[config.mk]
export PLATFORM = sky130hd
export DESIGN_NAME = sorted_timeout_queue
export DESIGN_NICKNAME = d
export VERILOG_FILES = /design/src/stq_pkg.sv /design/src/stq_outreg.sv /design/src/stq_core.sv /design/src/sorted_timeout_queue.sv
export SDC_FILE = /design/constraint.sdc
export NUM_CORES = 2
export LEC_CHECK = 0
export ABC_AREA = 1
export BUFFER_PORTS_ARGS = -buffer_cell sky130_fd_sc_hd__buf_4
export CELL_PAD_IN_SITES_DETAIL_PLACEMENT = 1
export CELL_PAD_IN_SITES_GLOBAL_PLACEMENT = 2
export CORE_MARGIN = 3
export CORE_UTILIZATION = 37
export CTS_CLUSTER_SIZE = 28
export DETAILED_ROUTE_END_ITERATION = 10
export PLACE_DENSITY = 0.81
export SLEW_MARGIN = 5
export SYNTH_ARGS = -nofsm -noshare
export SYNTH_HDL_FRONTEND = slang
export SYNTH_SLANG_ARGS = --single-unit
export TNS_END_PERCENT = 1
[constraint.sdc]
create_clock -name aclk -period 7.25 [get_ports aclk]
set_input_delay 0 -clock aclk [delete_from_list [all_inputs] [get_ports aclk]]
set_output_delay 0 -clock aclk [all_outputs]
set_load 0.01 [all_outputs]
[src/stq_pkg.sv]
package stq_pkg;
    localparam int SLOTS = 16;
    localparam int SLOT_BITS = 4;
    localparam int TICK_BITS = 32;
    localparam int CNT_BITS = 5;

    localparam logic [1:0] FUNC_INSERT  = 2'd0;
    localparam logic [1:0] FUNC_REMOVE  = 2'd1;
    localparam logic [1:0] FUNC_ADVANCE = 2'd2;
    localparam logic [1:0] FUNC_UNUSED  = 2'd3;

    localparam logic [1:0] ST_OK        = 2'd0;
    localparam logic [1:0] ST_BAD_ARG   = 2'd1;
    localparam logic [1:0] ST_BAD_STATE = 2'd2;

    typedef enum logic [2:0] {
        S_IDLE,
        S_INS_SCAN,
        S_REM_SCAN,
        S_ADV_SCAN,
        S_ADV_EMIT,
        S_OUT
    } state_t;

    typedef struct packed {
        logic [1:0]           status;
        logic                 expired_valid;
        logic [SLOT_BITS-1:0] expired_slot;
        logic [TICK_BITS-1:0] expired_wake;
        logic                 last_result;
        logic [CNT_BITS-1:0]  pending_count;
        logic [TICK_BITS-1:0] stored_time;
    } result_t;
endpackage

[src/stq_outreg.sv]
module stq_outreg (
    input  logic              aclk,
    input  logic              aresetn,
    input  logic              in_valid,
    output logic              in_ready,
    input  stq_pkg::result_t  in_data,
    output logic              out_valid,
    input  logic              out_ready,
    output stq_pkg::result_t  out_data
);
    logic             valid_reg;
    stq_pkg::result_t data_reg;

    assign in_ready  = !valid_reg || out_ready;
    assign out_valid = valid_reg;
    assign out_data  = data_reg;

    always_ff @(posedge aclk) begin
        if (!aresetn) begin
            valid_reg <= 1'b0;
        end else if (in_ready) begin
            valid_reg <= in_valid;
        end
    end

    always_ff @(posedge aclk) begin
        if (in_valid && in_ready) begin
            data_reg <= in_data;
        end
    end
endmodule

[src/stq_core.sv]
module stq_core (
    input  logic                               aclk,
    input  logic                               aresetn,
    input  logic                               cfg_wr_en,
    input  logic [stq_pkg::TICK_BITS-1:0]      cfg_wr_data,
    input  logic                               in_valid,
    output logic                               in_ready,
    input  logic [1:0]                         in_func,
    input  logic [stq_pkg::SLOT_BITS-1:0]      in_slot,
    input  logic [stq_pkg::TICK_BITS-1:0]      in_delay,
    input  logic [stq_pkg::TICK_BITS-1:0]      in_now,
    output logic                               res_valid,
    input  logic                               res_ready,
    output stq_pkg::result_t                   res_data
);
    localparam int SB = stq_pkg::SLOT_BITS;
    localparam int TB = stq_pkg::TICK_BITS;
    localparam int CB = stq_pkg::CNT_BITS;
    localparam int N  = stq_pkg::SLOTS;

    stq_pkg::state_t state_reg, state_next;

    // Lists are kept as register rows; each entry is read at its own fixed position
    // during shifts, and at the scan position by the shared compare.
    logic [SB-1:0] order_reg [2][N];
    logic [TB-1:0] wake_reg [N];
    logic [N-1:0]  armed_reg;
    logic [N-1:0]  inlist_reg;
    logic [CB-1:0] len_reg [2];
    logic          cur_reg;
    logic [TB-1:0] time_reg;
    logic [CB-1:0] total_reg;

    logic [SB-1:0] slot_reg;
    logic [TB-1:0] key_reg;
    logic          lsel_reg;
    logic [CB-1:0] pos_reg;
    logic [CB-1:0] cnt_reg;
    logic          bad_arg_reg;
    logic          bad_state_reg;

    logic [TB:0]   sum_ext;
    logic [TB-1:0] sum;
    logic          wrapped;
    logic          time_back;
    logic          accept;
    logic          bad_arg, bad_state;
    logic [CB-1:0] cur_len;
    logic          scan_end;
    logic [SB-1:0] scan_slot;
    logic [TB-1:0] scan_wake;
    logic          key_lt;
    logic [SB-1:0] head_slot;

    // The carry out of the wake sum marks a wake tick that wrapped past zero.
    assign sum_ext   = {1'b0, time_reg} + {1'b0, in_delay};
    assign sum       = sum_ext[TB-1:0];
    assign wrapped   = sum_ext[TB];
    assign time_back = (in_now < time_reg);

    assign cur_len   = len_reg[lsel_reg];
    assign scan_end  = (pos_reg >= cur_len);
    assign scan_slot = order_reg[lsel_reg][pos_reg[SB-1:0]];
    assign scan_wake = wake_reg[scan_slot];
    assign key_lt    = (key_reg < scan_wake);
    assign head_slot = order_reg[lsel_reg][0];

    always_comb begin
        bad_arg   = 1'b0;
        bad_state = 1'b0;
        unique case (in_func)
            stq_pkg::FUNC_INSERT: begin
                bad_arg   = (in_delay == '1);
                bad_state = armed_reg[in_slot];
            end
            stq_pkg::FUNC_REMOVE: begin
                bad_state = !armed_reg[in_slot];
            end
            stq_pkg::FUNC_ADVANCE: begin
            end
            default: begin
                bad_arg = 1'b1;
            end
        endcase
    end

    assign in_ready = (state_reg == stq_pkg::S_IDLE) && !cfg_wr_en;
    assign accept   = in_valid && in_ready;

    always_comb begin
        state_next = state_reg;
        unique case (state_reg)
            stq_pkg::S_IDLE: begin
                if (accept) begin
                    if (bad_arg || bad_state) begin
                        state_next = stq_pkg::S_OUT;
                    end else if (in_func == stq_pkg::FUNC_INSERT) begin
                        state_next = stq_pkg::S_INS_SCAN;
                    end else if (in_func == stq_pkg::FUNC_REMOVE) begin
                        state_next = stq_pkg::S_REM_SCAN;
                    end else begin
                        state_next = stq_pkg::S_ADV_SCAN;
                    end
                end
            end
            stq_pkg::S_INS_SCAN: begin
                if (scan_end || key_lt) begin
                    state_next = stq_pkg::S_OUT;
                end
            end
            stq_pkg::S_REM_SCAN: begin
                if (scan_end || scan_slot == slot_reg) begin
                    state_next = stq_pkg::S_OUT;
                end
            end
            stq_pkg::S_ADV_SCAN: begin
                if (scan_end || key_lt) begin
                    state_next = (cnt_reg == '0) ? stq_pkg::S_OUT : stq_pkg::S_ADV_EMIT;
                end
            end
            stq_pkg::S_ADV_EMIT: begin
                if (res_ready && cnt_reg == CB'(1)) begin
                    state_next = stq_pkg::S_IDLE;
                end
            end
            stq_pkg::S_OUT: begin
                if (res_ready) begin
                    state_next = stq_pkg::S_IDLE;
                end
            end
            default: begin
                state_next = stq_pkg::S_IDLE;
            end
        endcase
    end

    // During an advance the count and the total fall together, so their difference
    // is the number of armed slots left once the whole advance is done.
    always_comb begin
        res_valid = 1'b0;
        res_data  = '0;
        res_data.pending_count = total_reg;
        res_data.stored_time   = time_reg;
        res_data.last_result   = 1'b1;
        unique case (state_reg)
            stq_pkg::S_OUT: begin
                res_valid = 1'b1;
                res_data.status = bad_state_reg ? stq_pkg::ST_BAD_STATE :
                                  bad_arg_reg ? stq_pkg::ST_BAD_ARG : stq_pkg::ST_OK;
            end
            stq_pkg::S_ADV_EMIT: begin
                res_valid = 1'b1;
                res_data.expired_valid = 1'b1;
                res_data.expired_slot  = head_slot;
                res_data.expired_wake  = wake_reg[head_slot];
                res_data.last_result   = (cnt_reg == CB'(1));
                res_data.pending_count = total_reg - cnt_reg;
            end
            default: begin
            end
        endcase
    end

    always_ff @(posedge aclk) begin
        if (!aresetn) begin
            state_reg <= stq_pkg::S_IDLE;
        end else if (cfg_wr_en) begin
            state_reg <= stq_pkg::S_IDLE;
        end else begin
            state_reg <= state_next;
        end
    end

    always_ff @(posedge aclk) begin
        if (!aresetn) begin
            time_reg   <= '0;
            armed_reg  <= '0;
            len_reg[0] <= '0;
            len_reg[1] <= '0;
            cur_reg    <= 1'b0;
            total_reg  <= '0;
        end else if (cfg_wr_en) begin
            time_reg   <= cfg_wr_data;
            armed_reg  <= '0;
            len_reg[0] <= '0;
            len_reg[1] <= '0;
            cur_reg    <= 1'b0;
            total_reg  <= '0;
        end else begin
            unique case (state_reg)
                stq_pkg::S_IDLE: begin
                    if (accept && in_func == stq_pkg::FUNC_ADVANCE) begin
                        if (time_back) begin
                            cur_reg <= !cur_reg;
                        end
                        time_reg <= in_now;
                    end
                end
                stq_pkg::S_INS_SCAN: begin
                    if (scan_end || key_lt) begin
                        len_reg[lsel_reg]   <= cur_len + CB'(1);
                        armed_reg[slot_reg] <= 1'b1;
                        total_reg           <= total_reg + CB'(1);
                    end
                end
                stq_pkg::S_REM_SCAN: begin
                    if (scan_end || scan_slot == slot_reg) begin
                        if (!scan_end) begin
                            len_reg[lsel_reg] <= cur_len - CB'(1);
                        end
                        armed_reg[slot_reg] <= 1'b0;
                        total_reg           <= total_reg - CB'(1);
                    end
                end
                stq_pkg::S_ADV_EMIT: begin
                    if (res_ready) begin
                        len_reg[lsel_reg]    <= cur_len - CB'(1);
                        armed_reg[head_slot] <= 1'b0;
                        total_reg            <= total_reg - CB'(1);
                    end
                end
                default: begin
                end
            endcase
        end
    end

    always_ff @(posedge aclk) begin
        unique case (state_reg)
            stq_pkg::S_IDLE: begin
                if (accept) begin
                    slot_reg      <= in_slot;
                    bad_arg_reg   <= bad_arg;
                    bad_state_reg <= bad_state && !bad_arg;
                    pos_reg       <= '0;
                    cnt_reg       <= '0;
                    if (in_func == stq_pkg::FUNC_INSERT) begin
                        key_reg  <= sum;
                        lsel_reg <= wrapped ? !cur_reg : cur_reg;
                    end else if (in_func == stq_pkg::FUNC_REMOVE) begin
                        lsel_reg <= inlist_reg[in_slot];
                    end else if (in_func == stq_pkg::FUNC_ADVANCE) begin
                        key_reg  <= in_now;
                        lsel_reg <= time_back ? !cur_reg : cur_reg;
                    end
                end
            end
            stq_pkg::S_INS_SCAN: begin
                if (scan_end || key_lt) begin
                    for (int i = 0; i < N; i++) begin
                        if (CB'(i) == pos_reg) begin
                            order_reg[lsel_reg][i] <= slot_reg;
                        end else if (i > 0 && CB'(i) > pos_reg && CB'(i) <= cur_len) begin
                            order_reg[lsel_reg][i] <= order_reg[lsel_reg][i-1];
                        end
                    end
                    inlist_reg[slot_reg] <= lsel_reg;
                    wake_reg[slot_reg]   <= key_reg;
                end else begin
                    pos_reg <= pos_reg + CB'(1);
                end
            end
            stq_pkg::S_REM_SCAN: begin
                if (scan_end || scan_slot == slot_reg) begin
                    if (!scan_end) begin
                        for (int i = 0; i < N - 1; i++) begin
                            if (CB'(i) >= pos_reg) begin
                                order_reg[lsel_reg][i] <= order_reg[lsel_reg][i+1];
                            end
                        end
                    end
                end else begin
                    pos_reg <= pos_reg + CB'(1);
                end
            end
            stq_pkg::S_ADV_SCAN: begin
                // The due entries form a prefix of the sorted list; count them first.
                if (!scan_end && !key_lt) begin
                    cnt_reg <= cnt_reg + CB'(1);
                    pos_reg <= pos_reg + CB'(1);
                end
            end
            stq_pkg::S_ADV_EMIT: begin
                if (res_ready) begin
                    for (int i = 0; i < N - 1; i++) begin
                        order_reg[lsel_reg][i] <= order_reg[lsel_reg][i+1];
                    end
                    cnt_reg <= cnt_reg - CB'(1);
                end
            end
            default: begin
            end
        endcase
    end
endmodule

[src/sorted_timeout_queue.sv]
// The core handles one request at a time: it takes a new request only once the last one has
// sent all its result beats, and result stalls hold it longer. Reset (aresetn, synchronous,
// active low) disarms every slot, empties both lists and clears the stored time; a start
// time write also disarms every slot and empties both lists, but loads the stored time
// from cfg_wr_data.
module sorted_timeout_queue (
    input  logic        aclk,
    input  logic        aresetn,
    input  logic        cfg_wr_en,
    input  logic [31:0] cfg_wr_data,
    input  logic        s_valid,
    output logic        s_ready,
    input  logic [1:0]  s_func,
    input  logic [3:0]  s_slot_id,
    input  logic [31:0] s_delay,
    input  logic [31:0] s_now_tick,
    output logic        m_valid,
    input  logic        m_ready,
    output logic [1:0]  m_status,
    output logic        m_expired_valid,
    output logic [3:0]  m_expired_slot,
    output logic [31:0] m_expired_wake,
    output logic        m_last_result,
    output logic [4:0]  m_pending_count,
    output logic [31:0] m_stored_time
);
    // The core sequences one item; the output register parts it from the sink.
    // An insert walks its target list one entry per cycle with the shared compare
    // until it finds the first later wake tick, and a remove walks until it finds
    // its slot. An advance first counts the due entries at the head of the current
    // list, then sends one beat per expired slot, popping the head on each beat.
    logic             res_valid, res_ready;
    stq_pkg::result_t res_data, out_data;

    stq_core u_core (
        .aclk(aclk), .aresetn(aresetn),
        .cfg_wr_en(cfg_wr_en), .cfg_wr_data(cfg_wr_data),
        .in_valid(s_valid), .in_ready(s_ready),
        .in_func(s_func), .in_slot(s_slot_id), .in_delay(s_delay), .in_now(s_now_tick),
        .res_valid(res_valid), .res_ready(res_ready), .res_data(res_data)
    );

    // The register holds a beat while the sink stalls, so the core simply waits.
    stq_outreg u_out (
        .aclk(aclk), .aresetn(aresetn),
        .in_valid(res_valid), .in_ready(res_ready), .in_data(res_data),
        .out_valid(m_valid), .out_ready(m_ready), .out_data(out_data)
    );

    assign m_status        = out_data.status;
    assign m_expired_valid = out_data.expired_valid;
    assign m_expired_slot  = out_data.expired_slot;
    assign m_expired_wake  = out_data.expired_wake;
    assign m_last_result   = out_data.last_result;
    assign m_pending_count = out_data.pending_count;
    assign m_stored_time   = out_data.stored_time;
endmodule

==> reports/summary.md <==
- 186 — number of ports placed on the die boundary
- flip-flop — type of element capturing the critical path
- 0.06 ns — Reg clk slew, reported paths
- 39,400 — number of global-route vias before repair
- 351 µm — Chip Width
- 98 — total clock buffers created by CTS
- 0.566 — sequential cell area fraction in the yosys report
- 4,552 — count of mapped cells out of synthesis
- 3 — maximum count of clock buffers along a single path
- 0.505 — relative contribution of combinational cells to total power
- complete, no violations — status
- built — CTS tree
- 79 — CP max FO
- 0 — final routed DRC violation total
- 0.00853 — XOR/XNOR share of the synthesized area
- sky130_fd_sc_hd__edfxtp_1, sky130_fd_sc_hd__nand2_1, sky130_fd_sc_hd__a22oi_1 — biggest area contributors in the synthesized netlist
- 168,000 µm — final wirelength
- u_core.key_reg[19]$_DFFE_PP_ — capture endpoint of the worst hold path
- 851 — count of clock tree sinks
- 250,000 µm — first-pass GRT wire length
- 150 MHz — timing-limited maximum frequency
- 0 — Final Hold Violating Endpoints
- 13,200 — Filler Cell Count
- 0.920 — crit share post-route
- 0.539 — top cell type's share of synthesized area
- sky130_fd_sc_hd__nand2_1, sky130_fd_sc_hd__edfxtp_1, sky130_fd_sc_hd__inv_1 — highest-count cells in the layout ignoring fill and taps
- 0.373 — effective utilization at floorplan
- 0.0359 — adder and majority cell fraction of the synthesized area
- 7.58 ns — WP data required
- 19.2% — layout overhead on the synthesized area
- 3 — H-tree depth
- 7.00 ns — Arrival @ worst endpoint
- 38,100 — via count of the routed design
- 0.224 — Clk pwr share
- 123,000 µm² — floorplan die area
- 25.9 µm — average wire length per cell after detail routing
- 0.000680 — post-synthesis mux area share
- 0.432 mV — largest vdd supply drop
- 0.456 — switching power share of the total
- 3,654 — Iteration-0 DRC Markers
- 44,100 µm² — post-synthesis cell area
- flip-flop — CP startpoint kind
- 4 — hold depth
- 9.70 µm² — Syn Area/Cell
- flip-flop to flip-flop — critical path start-end classification
- 21.9 mW — Final Total Pwr
- 27 — depth of the worst register-to-register path
- 185 — Port Buf Inserts
- 16,900 µm² — area taken by multi-input logic gates
- 0 ns — Post-Route Setup TNS
- 1.23 ns — slew at the pin closest to its max-slew limit
- false — setup repair after global routing missed its margin
- 0.71 ns — worst-skew pair later-pin latency
- input port to flip-flop — Hold WC Path Type
- 10.0 mW — Switching Power
- 61 — library cells used by synthesis
- 0.887 — RD Place Congestion
- sky130_fd_sc_hd__nand2_1 — commonest non-fill, non-tap cell in the layout
- 0 — PostCTS Resize Cnt
- 0 — ANT nets after route
- 792 — Post-synth EDFFs
- 851 — register bit total from synthesis
- 0 — Synthesis Warnings
- 4,784 — nets in the synthesized netlist
- 129 — pin count of the biggest net entering global routing
- 0.58 ns — FF-to-FF setup slack
- sky130_fd_sc_hd__edfxtp_1 — library cell with the largest summed area after synthesis
- 11.9 mW — internal power
- 0.271 — part of the power in registers
- 0.0578 ns — Clock Skew
- 126 — Cell Rows
- 0.445 — final core occ
- 417 nW/µm² — power per standard cell area
- 118,000 µm² — core area
- sky130_fd_sc_hd__clkbuf_16 — cell chosen for the clock root
- 351 µm — Vert. Die Dim
- 19.9 nW — leakage power figure
- 0 — Finish-stage setup viols
- 0 — number of max-slew violations in the final report
- 0 — maximum capacitance violations
- 0.267 — total global routing track utilization
- 5.89 — detail-routed via count per cell
- 0.170 — compound-cell area share of the yosys netlist
- 0.163 — Post-Synth Simple-Gate Area
- s_delay[19] — hold path startpoint
- 0 — share of async-settable or async-resettable flops after synthesis
- 512 — number of flip-flops under the largest register name
- 0.109 — share of final-layout standard cells stronger than drive strength 1
- compound AO/OA/AOI/OAI gates — dominant combinational cell family by area after synthesis
- u_core.wake_reg[15][30]$_DFFE_PP_ — endpoint of the lowest-slack register-to-register path
- 107,000 µm — HPWL after detailed placement
- 25,000 µm² — sequential cell area in the final layout
- 0.177 — headroom to the max-slew limit
- 6.67 ns — post-layout min period
- sky130_fd_sc_hd__edfxtp_1 — prevailing post-synth register cell
- 5,082 — # nets final
- 8 — antenna violations before repair
- 0 — global-route congestion overflow total
- 6 — count of TritonRoute iterations in the first routing pass
[logic make-up after synthesis]
family	Yosys count
flip-flops	851
buffers and inverters	639
AO/OA/AOI/OAI	1155
multiplexers	3
XOR/XNOR	43
AND/OR/NAND/NOR	1736
adder cells (fa/ha/maj)	125
[repair_timing]
action,in CTS,in global routing
hold endpoints to repair,75,0
buffers inserted,0,0
hold buffers,159,0
[worst max-delay path, cell delays in order (launching register included)]
cell	delay [ns]
sky130_fd_sc_hd__dfxtp_2	0.34
sky130_fd_sc_hd__buf_4	0.47
sky130_fd_sc_hd__nand2_1	0.10
sky130_fd_sc_hd__nand2_1	0.16
sky130_fd_sc_hd__nor2_1	0.06
sky130_fd_sc_hd__nor2_1	0.10
sky130_fd_sc_hd__nand3_1	0.08
sky130_fd_sc_hd__nor2_1	0.42
sky130_fd_sc_hd__inv_1	0.21
sky130_fd_sc_hd__nand2_8	0.27
sky130_fd_sc_hd__buf_12	0.32
sky130_fd_sc_hd__nor3_1	0.16
sky130_fd_sc_hd__o311ai_0	0.60
sky130_fd_sc_hd__nand2_1	0.13
sky130_fd_sc_hd__inv_1	0.08
sky130_fd_sc_hd__ha_1	0.23
sky130_fd_sc_hd__a21oi_1	0.19
sky130_fd_sc_hd__nor2_1	0.08
sky130_fd_sc_hd__a211oi_1	0.25
sky130_fd_sc_hd__o221a_2	0.28
sky130_fd_sc_hd__nand2_1	0.19
sky130_fd_sc_hd__nand2_1	0.13
sky130_fd_sc_hd__nand2_2	0.17
sky130_fd_sc_hd__nand2_4	0.15
sky130_fd_sc_hd__nand2_4	0.07
sky130_fd_sc_hd__buf_4	0.28
sky130_fd_sc_hd__nor3_2	0.30
sky130_fd_sc_hd__buf_12	0.34
[metrics by stage]
stage,cells,worst slack [ns],instance area (µm²),hold slack (ns)
global route,6463,0.211,52600,0.0525
CTS,6463,0.631,52600,0.00156
detailed placement,6127,0.653,47900,0.240
finish,6466,0.579,52600,0.0238
floorplan,4552,0.361,44100,0.0989
global placement,6127,0.843,47900,0.238
[cell usage after synthesis, types with 59 or more instances]
cell / number
sky130_fd_sc_hd__clkbuf_1: 227
sky130_fd_sc_hd__ha_1: 122
sky130_fd_sc_hd__dfxtp_1: 59
sky130_fd_sc_hd__nor2_1: 326
sky130_fd_sc_hd__o211ai_1: 73
sky130_fd_sc_hd__a22oi_1: 261
sky130_fd_sc_hd__a21oi_1: 329
sky130_fd_sc_hd__edfxtp_1: 792
sky130_fd_sc_hd__nand2_1: 1021
sky130_fd_sc_hd__nor3_1: 67
sky130_fd_sc_hd__nand3_1: 239
sky130_fd_sc_hd__inv_1: 351
sky130_fd_sc_hd__o21ai_0: 192
[cell type report]
type                    instances  area share
flip-flops and latches        851       0.475
multi-input cells            3062       0.322
repair buffers                474      0.0816
clock buffers                 118      0.0492
well taps                    1536      0.0365
inverters                     363      0.0259
clock inverters                59      0.0103
diodes                          3    0.000143
[how the worst max path moves through the flow]
| stage | start | to | slack [ns] | cells after the start |
|---|---|---|---|---|
| final | flip-flop | u_core.wake_reg[15][30]$_DFFE_PP_ | 0.58 | 27 |
| after global routing | flip-flop | u_core.order_reg[0][4]$_DFFE_PP_ | 0.21 | 27 |
| after CTS | flip-flop | u_core.wake_reg[15][28]$_DFFE_PP_ | 0.63 | 27 |
| after detailed placement | flip-flop | u_core.wake_reg[15][23]$_DFFE_PP_ | 0.65 | 27 |
| after global placement | flip-flop | u_core.wake_reg[3][20]$_DFFE_PP_ | 0.84 | 27 |
| after floorplan | u_core.pos_reg[0]$_SDFFCE_PP0P_ | u_core.inlist_reg[4]$_DFFE_PP_ | 0.36 | 29 |
[metal layers]
layer,GRT usage,routed length (µm),vias to the layer above
li1,-,-,17000
met1,0.377,72800,19100
met2,0.430,77000,1679
met3,0.0397,13900,242
met4,0.0710,3910,6
met5,0,42,-
[power by group through the flow]
| stage | combinational, mW | clock, mW | sequential, mW |
|---|---|---|---|
| floorplan | 6.75 | 0 | 5.97 |
| global placement | 10.6 | 0 | 6.03 |
| detailed placement | 10.8 | 0 | 6.04 |
| CTS | 11.0 | 4.96 | 5.94 |
| global route | 12.1 | 5.17 | 5.97 |
| finish | 11.1 | 4.90 | 5.95 |
(Power assumes the default switching activity.)
